`src/rtl/wmd_pkg.sv`:
```
// shared types, widths and register indexes of the waveform min/max decimator
package wmd_pkg;

  // fixed field widths
  localparam int COUNT_W    = 24;
  localparam int COL_W      = 12;
  localparam int ROW_W      = 12;
  localparam int CFG_DATA_W = 24;
  localparam int CFG_IDX_W  = 2;
  localparam int ACC_W      = COUNT_W + COL_W;

  // parameter defaults
  localparam int DEF_SAMPLE_BITS      = 16;
  localparam int DEF_MAX_COLUMNS      = 4096;
  localparam int DEF_MAX_SAMPLE_COUNT = 16777216;
  localparam int DEF_MAX_POINTS       = 64;

  // floor(h*15/100) == (h*157290) >> 20 for every 12-bit h
  localparam int PAD_RECIP   = 157290;
  localparam int PAD_RECIP_W = 18;
  localparam int PAD_SHIFT   = 20;

  // register indexes
  localparam logic [CFG_IDX_W-1:0] REG_TOTAL_SAMPLES = 2'd0;
  localparam logic [CFG_IDX_W-1:0] REG_COLUMN_COUNT  = 2'd1;
  localparam logic [CFG_IDX_W-1:0] REG_PIXEL_HEIGHT  = 2'd2;

  // effective configuration seen by the datapath
  typedef struct packed {
    logic [COUNT_W-1:0] n_eff;
    logic [COL_W-1:0]   w_eff;
    logic [ROW_W-1:0]   pad;
    logic [ROW_W-1:0]   track;
    logic               restart;
  } cfg_t;

  // control part of a column word between sequencer and row stage
  typedef struct packed {
    logic [COL_W-1:0] col;
    logic             point_mode;
    logic             last;
    logic             done;
  } tok_ctrl_t;

endpackage

```
`src/rtl/waveform_minmax_decimator_top.sv`:
```
// Min/max peak decimator for a waveform overview. Signed samples stream in on the
// sample channel and are mapped onto column_count display columns. When
// total_samples >= column_count each column gathers its share of samples and
// gives one bar word with the rows of its maximum and minimum; a sample is
// accepted every cycle while the output does not stall. When there are fewer
// samples than columns each sample gives one point word per column it covers,
// up to MAX_POINTS_PER_SAMPLE; the column sequencer walks one column per cycle
// unless the output stalls, and such a sample holds the input until its last
// column is stepped. A word passes the input register, the sequencer register,
// then row scaling into the output register. A register write restarts the
// frame and must be made while the block is idle.
module waveform_minmax_decimator_top import wmd_pkg::*; #(
  parameter int SAMPLE_BITS           = DEF_SAMPLE_BITS,
  parameter int MAX_COLUMNS           = DEF_MAX_COLUMNS,
  parameter int MAX_SAMPLE_COUNT      = DEF_MAX_SAMPLE_COUNT,
  parameter int MAX_POINTS_PER_SAMPLE = DEF_MAX_POINTS
) (
  input  logic                          clk,
  input  logic                          rst,
  input  logic                          cfg_write,
  input  logic [CFG_IDX_W-1:0]          cfg_index,
  input  logic [CFG_DATA_W-1:0]         cfg_data,
  input  logic                          sample_valid,
  output logic                          sample_ready,
  input  logic signed [SAMPLE_BITS-1:0] sample_value,
  output logic                          result_valid,
  input  logic                          result_ready,
  output logic [COL_W-1:0]              column_x,
  output logic [ROW_W-1:0]              y_top,
  output logic [ROW_W-1:0]              y_bottom,
  output logic                          point_mode,
  output logic                          last_of_run,
  output logic                          frame_done
);

  cfg_t                          cfg;
  logic                          row_free;
  logic                          tok_valid;
  tok_ctrl_t                     tok_ctrl;
  logic signed [SAMPLE_BITS-1:0] tok_hi, tok_lo;

  // configuration
  wmd_cfg_regs #(
    .MAX_COLUMNS      (MAX_COLUMNS),
    .MAX_SAMPLE_COUNT (MAX_SAMPLE_COUNT)
  ) u_cfg (
    .clk       (clk),
    .rst       (rst),
    .cfg_write (cfg_write),
    .cfg_index (cfg_index),
    .cfg_data  (cfg_data),
    .cfg       (cfg)
  );

  // column sequencer
  wmd_engine #(
    .SAMPLE_BITS           (SAMPLE_BITS),
    .MAX_POINTS_PER_SAMPLE (MAX_POINTS_PER_SAMPLE)
  ) u_engine (
    .clk          (clk),
    .rst          (rst),
    .cfg          (cfg),
    .sample_valid (sample_valid),
    .sample_ready (sample_ready),
    .sample_value (sample_value),
    .row_free     (row_free),
    .tok_valid    (tok_valid),
    .tok_ctrl     (tok_ctrl),
    .tok_hi       (tok_hi),
    .tok_lo       (tok_lo)
  );

  // row scaling and output
  wmd_row_map #(
    .SAMPLE_BITS (SAMPLE_BITS)
  ) u_row (
    .clk          (clk),
    .rst          (rst),
    .cfg          (cfg),
    .tok_valid    (tok_valid),
    .tok_ctrl     (tok_ctrl),
    .tok_hi       (tok_hi),
    .tok_lo       (tok_lo),
    .row_free     (row_free),
    .result_valid (result_valid),
    .result_ready (result_ready),
    .column_x     (column_x),
    .y_top        (y_top),
    .y_bottom     (y_bottom),
    .point_mode   (point_mode),
    .last_of_run  (last_of_run),
    .frame_done   (frame_done)
  );

  // a bar word always closes its sample
  a_bar_last: assert property (@(posedge clk) disable iff (rst)
    result_valid && !point_mode |-> last_of_run)
    else $error("bar word without last_of_run");

  // a point word carries one row
  a_point_row: assert property (@(posedge clk) disable iff (rst)
    result_valid && point_mode |-> y_top == y_bottom)
    else $error("point word with differing rows");

  // a pending sequencer word moves on once the output frees up
  a_tok_drain: assert property (@(posedge clk) disable iff (rst)
    tok_valid && row_free |=> result_valid)
    else $error("sequencer word lost on its way to the output");

endmodule

```
`src/rtl/wmd_cfg_regs.sv`:
```
// configuration registers with saturation and padding/track precompute
module wmd_cfg_regs import wmd_pkg::*; #(
  parameter int MAX_COLUMNS      = DEF_MAX_COLUMNS,
  parameter int MAX_SAMPLE_COUNT = DEF_MAX_SAMPLE_COUNT
) (
  input  logic                  clk,
  input  logic                  rst,
  input  logic                  cfg_write,
  input  logic [CFG_IDX_W-1:0]  cfg_index,
  input  logic [CFG_DATA_W-1:0] cfg_data,
  output cfg_t                  cfg
);

  logic [COUNT_W-1:0] n_eff, n_next, n_raw;
  logic [COL_W-1:0]   w_eff, w_next, w_raw;
  logic [ROW_W-1:0]   pad, pad_next, track, track_next, h;
  logic [ROW_W+PAD_RECIP_W-1:0] pad_prod;

  // clamp counts, zero acts as one
  always_comb begin
    n_raw = cfg_data[COUNT_W-1:0];
    w_raw = cfg_data[COL_W-1:0];
    h     = cfg_data[ROW_W-1:0];
    if (n_raw == '0) begin
      n_next = COUNT_W'(1);
    end else if (32'(n_raw) > 32'(MAX_SAMPLE_COUNT - 1)) begin
      n_next = COUNT_W'(MAX_SAMPLE_COUNT - 1);
    end else begin
      n_next = n_raw;
    end
    if (w_raw == '0) begin
      w_next = COL_W'(1);
    end else if (32'(w_raw) > 32'(MAX_COLUMNS - 1)) begin
      w_next = COL_W'(MAX_COLUMNS - 1);
    end else begin
      w_next = w_raw;
    end
    pad_prod   = (ROW_W+PAD_RECIP_W)'(h) * (ROW_W+PAD_RECIP_W)'(PAD_RECIP);
    pad_next   = ROW_W'(pad_prod >> PAD_SHIFT);
    track_next = h - (pad_next << 1);
  end

  // register file
  always_ff @(posedge clk) begin
    if (rst) begin
      n_eff <= COUNT_W'(1);
      w_eff <= COL_W'(1);
      pad   <= '0;
      track <= ROW_W'(1);
    end else if (cfg_write) begin
      unique case (cfg_index)
        REG_TOTAL_SAMPLES: n_eff <= n_next;
        REG_COLUMN_COUNT:  w_eff <= w_next;
        REG_PIXEL_HEIGHT: begin
          pad   <= pad_next;
          track <= track_next;
        end
        default: ;
      endcase
    end
  end

  // any write restarts the frame
  always_comb begin
    cfg.n_eff   = n_eff;
    cfg.w_eff   = w_eff;
    cfg.pad     = pad;
    cfg.track   = track;
    cfg.restart = cfg_write;
  end

endmodule

```
`src/rtl/wmd_engine.sv`:
```
// input register and column sequencer: min/max gathering and point expansion
module wmd_engine import wmd_pkg::*; #(
  parameter int SAMPLE_BITS           = DEF_SAMPLE_BITS,
  parameter int MAX_POINTS_PER_SAMPLE = DEF_MAX_POINTS
) (
  input  logic                          clk,
  input  logic                          rst,
  input  cfg_t                          cfg,
  input  logic                          sample_valid,
  output logic                          sample_ready,
  input  logic signed [SAMPLE_BITS-1:0] sample_value,
  input  logic                          row_free,
  output logic                          tok_valid,
  output tok_ctrl_t                     tok_ctrl,
  output logic signed [SAMPLE_BITS-1:0] tok_hi,
  output logic signed [SAMPLE_BITS-1:0] tok_lo
);

  localparam int CNT_W = $clog2(MAX_POINTS_PER_SAMPLE + 1);
  localparam logic [CNT_W-1:0] CAP      = CNT_W'(MAX_POINTS_PER_SAMPLE);
  localparam logic [CNT_W-1:0] CAP_LAST = CNT_W'(MAX_POINTS_PER_SAMPLE - 1);
  localparam logic signed [SAMPLE_BITS-1:0] VAL_MAX = {1'b0, {(SAMPLE_BITS-1){1'b1}}};
  localparam logic signed [SAMPLE_BITS-1:0] VAL_MIN = {1'b1, {(SAMPLE_BITS-1){1'b0}}};

  logic                          in_full;
  logic signed [SAMPLE_BITS-1:0] in_sample;
  logic [COL_W-1:0]              col;
  logic [ACC_W-1:0]              csa, ssa;
  logic [COUNT_W-1:0]            pos;
  logic signed [SAMPLE_BITS-1:0] rmin, rmax, new_min, new_max;
  logic [CNT_W-1:0]              cnt;

  logic [ACC_W:0]   w_ext, n_ext, ssa_w, ssa_2w, csa_n;
  logic [COL_W:0]   w13, col_inc, col_after;
  logic [COUNT_W:0] pos_inc;
  logic bar_mode, pt_cond, pt_next, bar_emit, pt_emit;
  logic fire, finish, emit, advance, frame_end, tok_free;

  // column boundary arithmetic
  always_comb begin
    w_ext    = (ACC_W+1)'(cfg.w_eff);
    n_ext    = (ACC_W+1)'(cfg.n_eff);
    ssa_w    = {1'b0, ssa} + w_ext;
    ssa_2w   = ssa_w + w_ext;
    csa_n    = {1'b0, csa} + n_ext;
    w13      = {1'b0, cfg.w_eff};
    col_inc  = {1'b0, col} + (COL_W+1)'(1);
    pos_inc  = {1'b0, pos} + (COUNT_W+1)'(1);
    bar_mode = cfg.n_eff >= COUNT_W'(cfg.w_eff);
    pt_cond  = ({1'b0, col} < w13) && ({1'b0, csa} < ssa_w);
    pt_next  = (col_inc < w13) && (csa_n < ssa_w);
    bar_emit = csa_n < ssa_2w;
    pt_emit  = pt_cond && (cnt < CAP);
    new_min  = (in_sample < rmin) ? in_sample : rmin;
    new_max  = (in_sample > rmax) ? in_sample : rmax;
  end

  assign tok_free = !tok_valid || row_free;

  // step control: bar mode one step per sample, point mode one step per column
  always_comb begin
    fire    = 1'b0;
    finish  = 1'b0;
    emit    = 1'b0;
    advance = 1'b0;
    if (in_full) begin
      if (bar_mode) begin
        fire    = tok_free;
        finish  = 1'b1;
        emit    = bar_emit;
        advance = bar_emit;
      end else if (pt_cond) begin
        emit    = pt_emit;
        fire    = !pt_emit || tok_free;
        finish  = !pt_next;
        advance = 1'b1;
      end else begin
        fire   = 1'b1;
        finish = 1'b1;
      end
    end
    col_after = advance ? col_inc : {1'b0, col};
    frame_end = finish && ((col_after >= w13) || (pos_inc >= {1'b0, cfg.n_eff}));
  end

  assign sample_ready = !in_full || (fire && finish);

  // control state
  always_ff @(posedge clk) begin
    if (rst) begin
      in_full   <= 1'b0;
      tok_valid <= 1'b0;
      col       <= '0;
      csa       <= '0;
      ssa       <= '0;
      pos       <= '0;
      rmin      <= VAL_MAX;
      rmax      <= VAL_MIN;
      cnt       <= '0;
    end else begin
      if (sample_ready) begin
        in_full <= sample_valid;
      end
      if (fire && emit) begin
        tok_valid <= 1'b1;
      end else if (row_free) begin
        tok_valid <= 1'b0;
      end
      if (cfg.restart || (fire && frame_end)) begin
        col  <= '0;
        csa  <= '0;
        ssa  <= '0;
        pos  <= '0;
        rmin <= VAL_MAX;
        rmax <= VAL_MIN;
        cnt  <= '0;
      end else if (fire) begin
        if (advance) begin
          col <= col_inc[COL_W-1:0];
          csa <= csa_n[ACC_W-1:0];
        end
        if (bar_mode) begin
          if (bar_emit) begin
            rmin <= VAL_MAX;
            rmax <= VAL_MIN;
          end else begin
            rmin <= new_min;
            rmax <= new_max;
          end
        end
        // sample done: move on, else count the point columns stepped
        if (finish) begin
          ssa <= ssa_w[ACC_W-1:0];
          pos <= pos_inc[COUNT_W-1:0];
          cnt <= '0;
        end else if (advance && (cnt < CAP)) begin
          cnt <= cnt + CNT_W'(1);
        end
      end
    end
  end

  // sample and column word payload
  always_ff @(posedge clk) begin
    if (sample_valid && sample_ready) begin
      in_sample <= sample_value;
    end
    if (fire && emit) begin
      tok_ctrl.col        <= col;
      tok_ctrl.point_mode <= !bar_mode;
      tok_ctrl.last       <= bar_mode || finish || (cnt == CAP_LAST);
      tok_ctrl.done       <= (col_inc == w13);
      tok_hi              <= bar_mode ? new_max : in_sample;
      tok_lo              <= bar_mode ? new_min : in_sample;
    end
  end

endmodule

```
`src/rtl/wmd_row_map.sv`:
```
// sample to pixel row scaling and output register
module wmd_row_map import wmd_pkg::*; #(
  parameter int SAMPLE_BITS = DEF_SAMPLE_BITS
) (
  input  logic                          clk,
  input  logic                          rst,
  input  cfg_t                          cfg,
  input  logic                          tok_valid,
  input  tok_ctrl_t                     tok_ctrl,
  input  logic signed [SAMPLE_BITS-1:0] tok_hi,
  input  logic signed [SAMPLE_BITS-1:0] tok_lo,
  output logic                          row_free,
  output logic                          result_valid,
  input  logic                          result_ready,
  output logic [COL_W-1:0]              column_x,
  output logic [ROW_W-1:0]              y_top,
  output logic [ROW_W-1:0]              y_bottom,
  output logic                          point_mode,
  output logic                          last_of_run,
  output logic                          frame_done
);

  localparam int PROD_W = SAMPLE_BITS + ROW_W + 1;
  localparam logic [SAMPLE_BITS:0] HALF = {2'b01, {(SAMPLE_BITS-1){1'b0}}};

  // row = pad + ((half - v) * track) >> SAMPLE_BITS
  function automatic logic [ROW_W-1:0] row_of(input logic signed [SAMPLE_BITS-1:0] v,
                                              input logic [ROW_W-1:0] pad,
                                              input logic [ROW_W-1:0] track);
    logic [SAMPLE_BITS:0] off;
    logic [PROD_W-1:0]    prod;
    logic [ROW_W:0]       sum;
    off  = HALF - {v[SAMPLE_BITS-1], v};
    prod = PROD_W'(off) * PROD_W'(track);
    sum  = (ROW_W+1)'(pad) + (ROW_W+1)'(prod >> SAMPLE_BITS);
    return sum[ROW_W-1:0];
  endfunction

  logic take;

  assign row_free = !result_valid || result_ready;
  assign take     = tok_valid && row_free;

  // output valid
  always_ff @(posedge clk) begin
    if (rst) begin
      result_valid <= 1'b0;
    end else if (row_free) begin
      result_valid <= tok_valid;
    end
  end

  // output word
  always_ff @(posedge clk) begin
    if (take) begin
      column_x    <= tok_ctrl.col;
      y_top       <= row_of(tok_hi, cfg.pad, cfg.track);
      y_bottom    <= row_of(tok_lo, cfg.pad, cfg.track);
      point_mode  <= tok_ctrl.point_mode;
      last_of_run <= tok_ctrl.last;
      frame_done  <= tok_ctrl.done;
    end
  end

endmodule

```
`config.mk`:
```
export PLATFORM = sky130hd
export DESIGN_NAME = waveform_minmax_decimator_top
export DESIGN_NICKNAME = d
export VERILOG_FILES = /design/src/rtl/wmd_pkg.sv /design/src/rtl/waveform_minmax_decimator_top.sv /design/src/rtl/wmd_cfg_regs.sv /design/src/rtl/wmd_engine.sv /design/src/rtl/wmd_row_map.sv
export SDC_FILE = /design/constraint.sdc
export NUM_CORES = 2
export LEC_CHECK = 0
export BUFFER_PORTS_ARGS = -buffer_cell sky130_fd_sc_hd__buf_2
export CORE_UTILIZATION = 34
export DETAILED_ROUTE_END_ITERATION = 8
export GPL_TIMING_DRIVEN = 0
export PLACE_DENSITY = 0.56
export SYNTH_ARGS = -nofsm -noshare
export SYNTH_HDL_FRONTEND = slang
export SYNTH_HIERARCHICAL = 1
export SYNTH_SLANG_ARGS = --single-unit
```
`constraint.sdc`:
```
create_clock -name clk -period 9.75 [get_ports clk]
set_input_delay 0.4875 -clock clk [delete_from_list [all_inputs] [get_ports clk]]
set_output_delay 0.4875 -clock clk [all_outputs]
set_load 0.01 [all_outputs]
```
==> metrics.cfg <==
[synthesis]
synth_ff_type=sky130_fd_sc_hd__dfxtp_1
yosys.cell_types.count=111
synth_area_leaders=sky130_fd_sc_hd__fa_1 18%, sky130_fd_sc_hd__ha_1 17%, sky130_fd_sc_hd__dfxtp_1 11%, sky130_fd_sc_hd__edfxtp_1 8.1%, sky130_fd_sc_hd__inv_1 5.7%
mappedNetlistArea_mm2=0.0380
synth_area_leader_cell=sky130_fd_sc_hd__fa_1
post_synth_and_or_nand_nor_area_fraction_pct=16.5
synth_seq_cells=310
postSynth.asyncResetShare_pct=0
syn_area_per_cell_um2=8.89
number_of_enable_flip_flop_cells_after_synthesis=102
post_synth_xor_area_fraction_pct=5.94
synth_top_family_by_area=adder cells
synth_compound_area_share_pct=14.3
synth_top_area_share_pct=18.4
yosysWarningCount=6
multiplexer_fraction_of_the_synthesized_cell_area_pct=1.27
synthAdderAreaFrac_pct=35.2
syn_inst=4279
yosysSeqAreaShare_pct=19.0

[clock_network]
cts.clk_slew.worst_paths_ns=0.06
insertion_delay_ns=0.60
cts.root.buffer_cell=sky130_fd_sc_hd__clkbuf_16
clock-sinks=310
cts_buffers=37
cts_max_path_buffers=3
holdBufCountCts=0
tritoncts=built
cts-htree-levels=2

[worst_setup_path]
r2r_cells=31
cp.required_ns=10.25
cp_data_arrival_time_ns=9.81
worstSetupStartpointType=flip-flop
longest_individual_stage_delay_on_the_worst_path_ns=0.72
timing.critical_path.to_type=flip-flop
critPathMostFrequentCell=sky130_fd_sc_hd__a21o_1
setup.worst_path.class=reg -> reg
critical_path_peak_fanout=10
timing.critical_path.slowest_stage_cell=sky130_fd_sc_hd__or4b_2

[place]
hpwlAfterDp_mm=92.6
numPlacedInstances=5857
gpl.final_weighted_congestion=0.944
port-buffer-count=87

[sta]
worst_slew_pin_tran_ns=1.14
final-hold-violation-count=0
timing.final.crit_share_pct=95.5
fmax_ghz=0.107
final-max-slew-violation-count=0
timing.max_slew.rel_slack_pct=24.1
timing.final.crit_period_ns=9.31
grt_setup_unrepaired=no
finalClockSkew_ns=0.0510
timing.final.setup_violations=0
final_total_negative_setup_slack_ns=0
worst_hold_slack_ns=0.0819

[layout]
layout.cells.non_filler=5934
area_growth_pct=10.1
antenna_cells=0
layout.core_utilization_pct=37.8
fin_nets=5317
mostFrequentLayoutCells=576 x sky130_fd_sc_hd__inv_1, 504 x sky130_fd_sc_hd__ha_1, 467 x sky130_fd_sc_hd__nand2_1, 349 x sky130_fd_sc_hd__fa_1, 230 x sky130_fd_sc_hd__a21oi_1
final_common_cell=sky130_fd_sc_hd__inv_1
drive_above_1_share_pct=8.21

[power]
vdd_drop_max_mv=0.123
power.density_cell_area_mw_per_mm2=192
static-leakage-power_nw=19.2

[routing]
drtAntennaViolNets=0
via_count=30800
detail_route.drc_violations=0
via_per_inst=5.20
drtPass1Iterations=5
drtIter0Drc=2034
routed_wirelength_mm=113
wire_per_inst_um=19.1

[floorplan]
row_count=122
core-area_mm2=0.111
pin_count=88
floorplan_die_area_mm2=0.113
dieHeight_um=336
floorplan.initialDensity_pct=34.3
die-width_um=336

[global_routing]
grt.overflow.total=0
pin_count_of_the_biggest_net_entering_global_routing=33
antenna_violations_before_repair=4
grt.total_usage_pct=20.0
grt_pass1_wl_mm=175
grt_pass1_vias=30500

[hold_path]
worstHoldPathCells=1
min_path_type=in -> reg

[job]
max-cap-violations=0

[status]
status=finished clean

## where the power goes
| part | internal, mW | switching [mW] | leakage [nW] |
|---|---|---|---|
| sequential | 1.52 | 0.133 | 2.63 |
| clock | 0.840 | 0.623 | 0.628 |
| combinational | 1.93 | 2.97 | 16.0 |
## cells in the mapped netlist (31+ instances only)
| master | n |
|---|---|
| sky130_fd_sc_hd__inv_1 | 577 |
| sky130_fd_sc_hd__ha_1 | 504 |
| sky130_fd_sc_hd__nand2_1 | 467 |
| sky130_fd_sc_hd__fa_1 | 349 |
| sky130_fd_sc_hd__a21oi_1 | 231 |
| sky130_fd_sc_hd__dfxtp_1 | 208 |
| sky130_fd_sc_hd__nor2_1 | 164 |
| sky130_fd_sc_hd__and2_1 | 156 |
| sky130_fd_sc_hd__xnor2_1 | 135 |
| sky130_fd_sc_hd__o21ai_0 | 128 |
| sky130_fd_sc_hd__xor2_1 | 119 |
| sky130_fd_sc_hd__clkbuf_1 | 115 |
| sky130_fd_sc_hd__edfxtp_1 | 102 |
| sky130_fd_sc_hd__nand3_1 | 92 |
| sky130_fd_sc_hd__a21o_1 | 77 |
| sky130_fd_sc_hd__a22oi_1 | 68 |
| sky130_fd_sc_hd__nand4_1 | 55 |
| sky130_fd_sc_hd__nor3_1 | 51 |
| sky130_fd_sc_hd__buf_2 | 45 |
| sky130_fd_sc_hd__o31ai_1 | 45 |
| sky130_fd_sc_hd__and3_1 | 42 |
| sky130_fd_sc_hd__or4_1 | 42 |
| sky130_fd_sc_hd__nand2b_1 | 31 |
## stage by stage
step                      area (µm²)  setup WS (ns)  total power [mW]
after floorplan                38000           1.97              5.23
after global placement         40300          -1.05              6.50
after detailed placement       40400         -0.639              6.57
after CTS                      41700         0.0402              8.09
after global routing           41900        0.00432              8.84
final                          41900          0.439              8.02
## repair_timing
action,in CTS,in global routing
endpoints found under the setup margin,139,149
buffers inserted,0,9
pin swaps,0,3
gates resized for setup,11,40
## sequential cells by signal (all words and copies together) (netlist names), 16 cells and up
name                cells
u_cfg/n_eff            24
u_engine/tok_hi        16
u_engine/csa           36
u_engine/in_sample     16
u_engine/ssa           36
u_engine/pos           24
u_engine/rmin          16
u_engine/rmax          16
u_engine/tok_lo        16
## layer usage
layer | vias up | wire length, µm | global-route usage [%]
met5 | - | 0 | 0
met2 | 724 | 53000 | 33.6
met3 | 184 | 5710 | 2.34
met1 | 15100 | 50200 | 26.4
li1 | 14800 | - | -
met4 | 0 | 4320 | 6.97
## cell families (layout without fill, tap and decap cells)
kind of cell / Yosys count / in the layout
muxes: 46 / 46
DFF: 310 / 310
and+or+nand+nor: 1246 / 1246
adders and majority gates: 860 / 860
AOI/OAI and AO/OA: 805 / 805
xor gates and xnor gates: 256 / 256
other: 1 / 2
buffers and inverters: 755 / 921
## critical path, delay by kind of cell, from the launching register on
family                     cells  cell delay (ns)
AOI/OAI and AO/OA             17             4.15
and+or+nand+nor                4             1.51
adders and majority gates      4             1.27
buffers and inverters          4             0.90
xor gates and xnor gates       1             0.59
DFF                            1             0.46
muxes                          1             0.35
## cell type report
class | count | area (µm²)
clock inverters | 23 | 260
multi-input cells | 3215 | 28000
well taps | 1488 | 1860
fillers | 11400 | 69000
plain buffers | 178 | 816
clock buffers | 45 | 1020
repair buffers | 98 | 543
flip-flops and latches | 310 | 7230
inverters | 577 | 2170
## worst paths after layout
path,from,end,slack (ns)
max,u_cfg/w_eff[0],u_engine/pos[20],0.44
min reg2reg,u_engine/tok_ctrl[0],u_row/frame_done,0.42
max reg2reg,u_cfg/w_eff[0],u_engine/pos[20],0.44
min,sample_value[5],u_engine/in_sample[5],0.08
No activity file was read; power rests on OpenSTA's default activity.
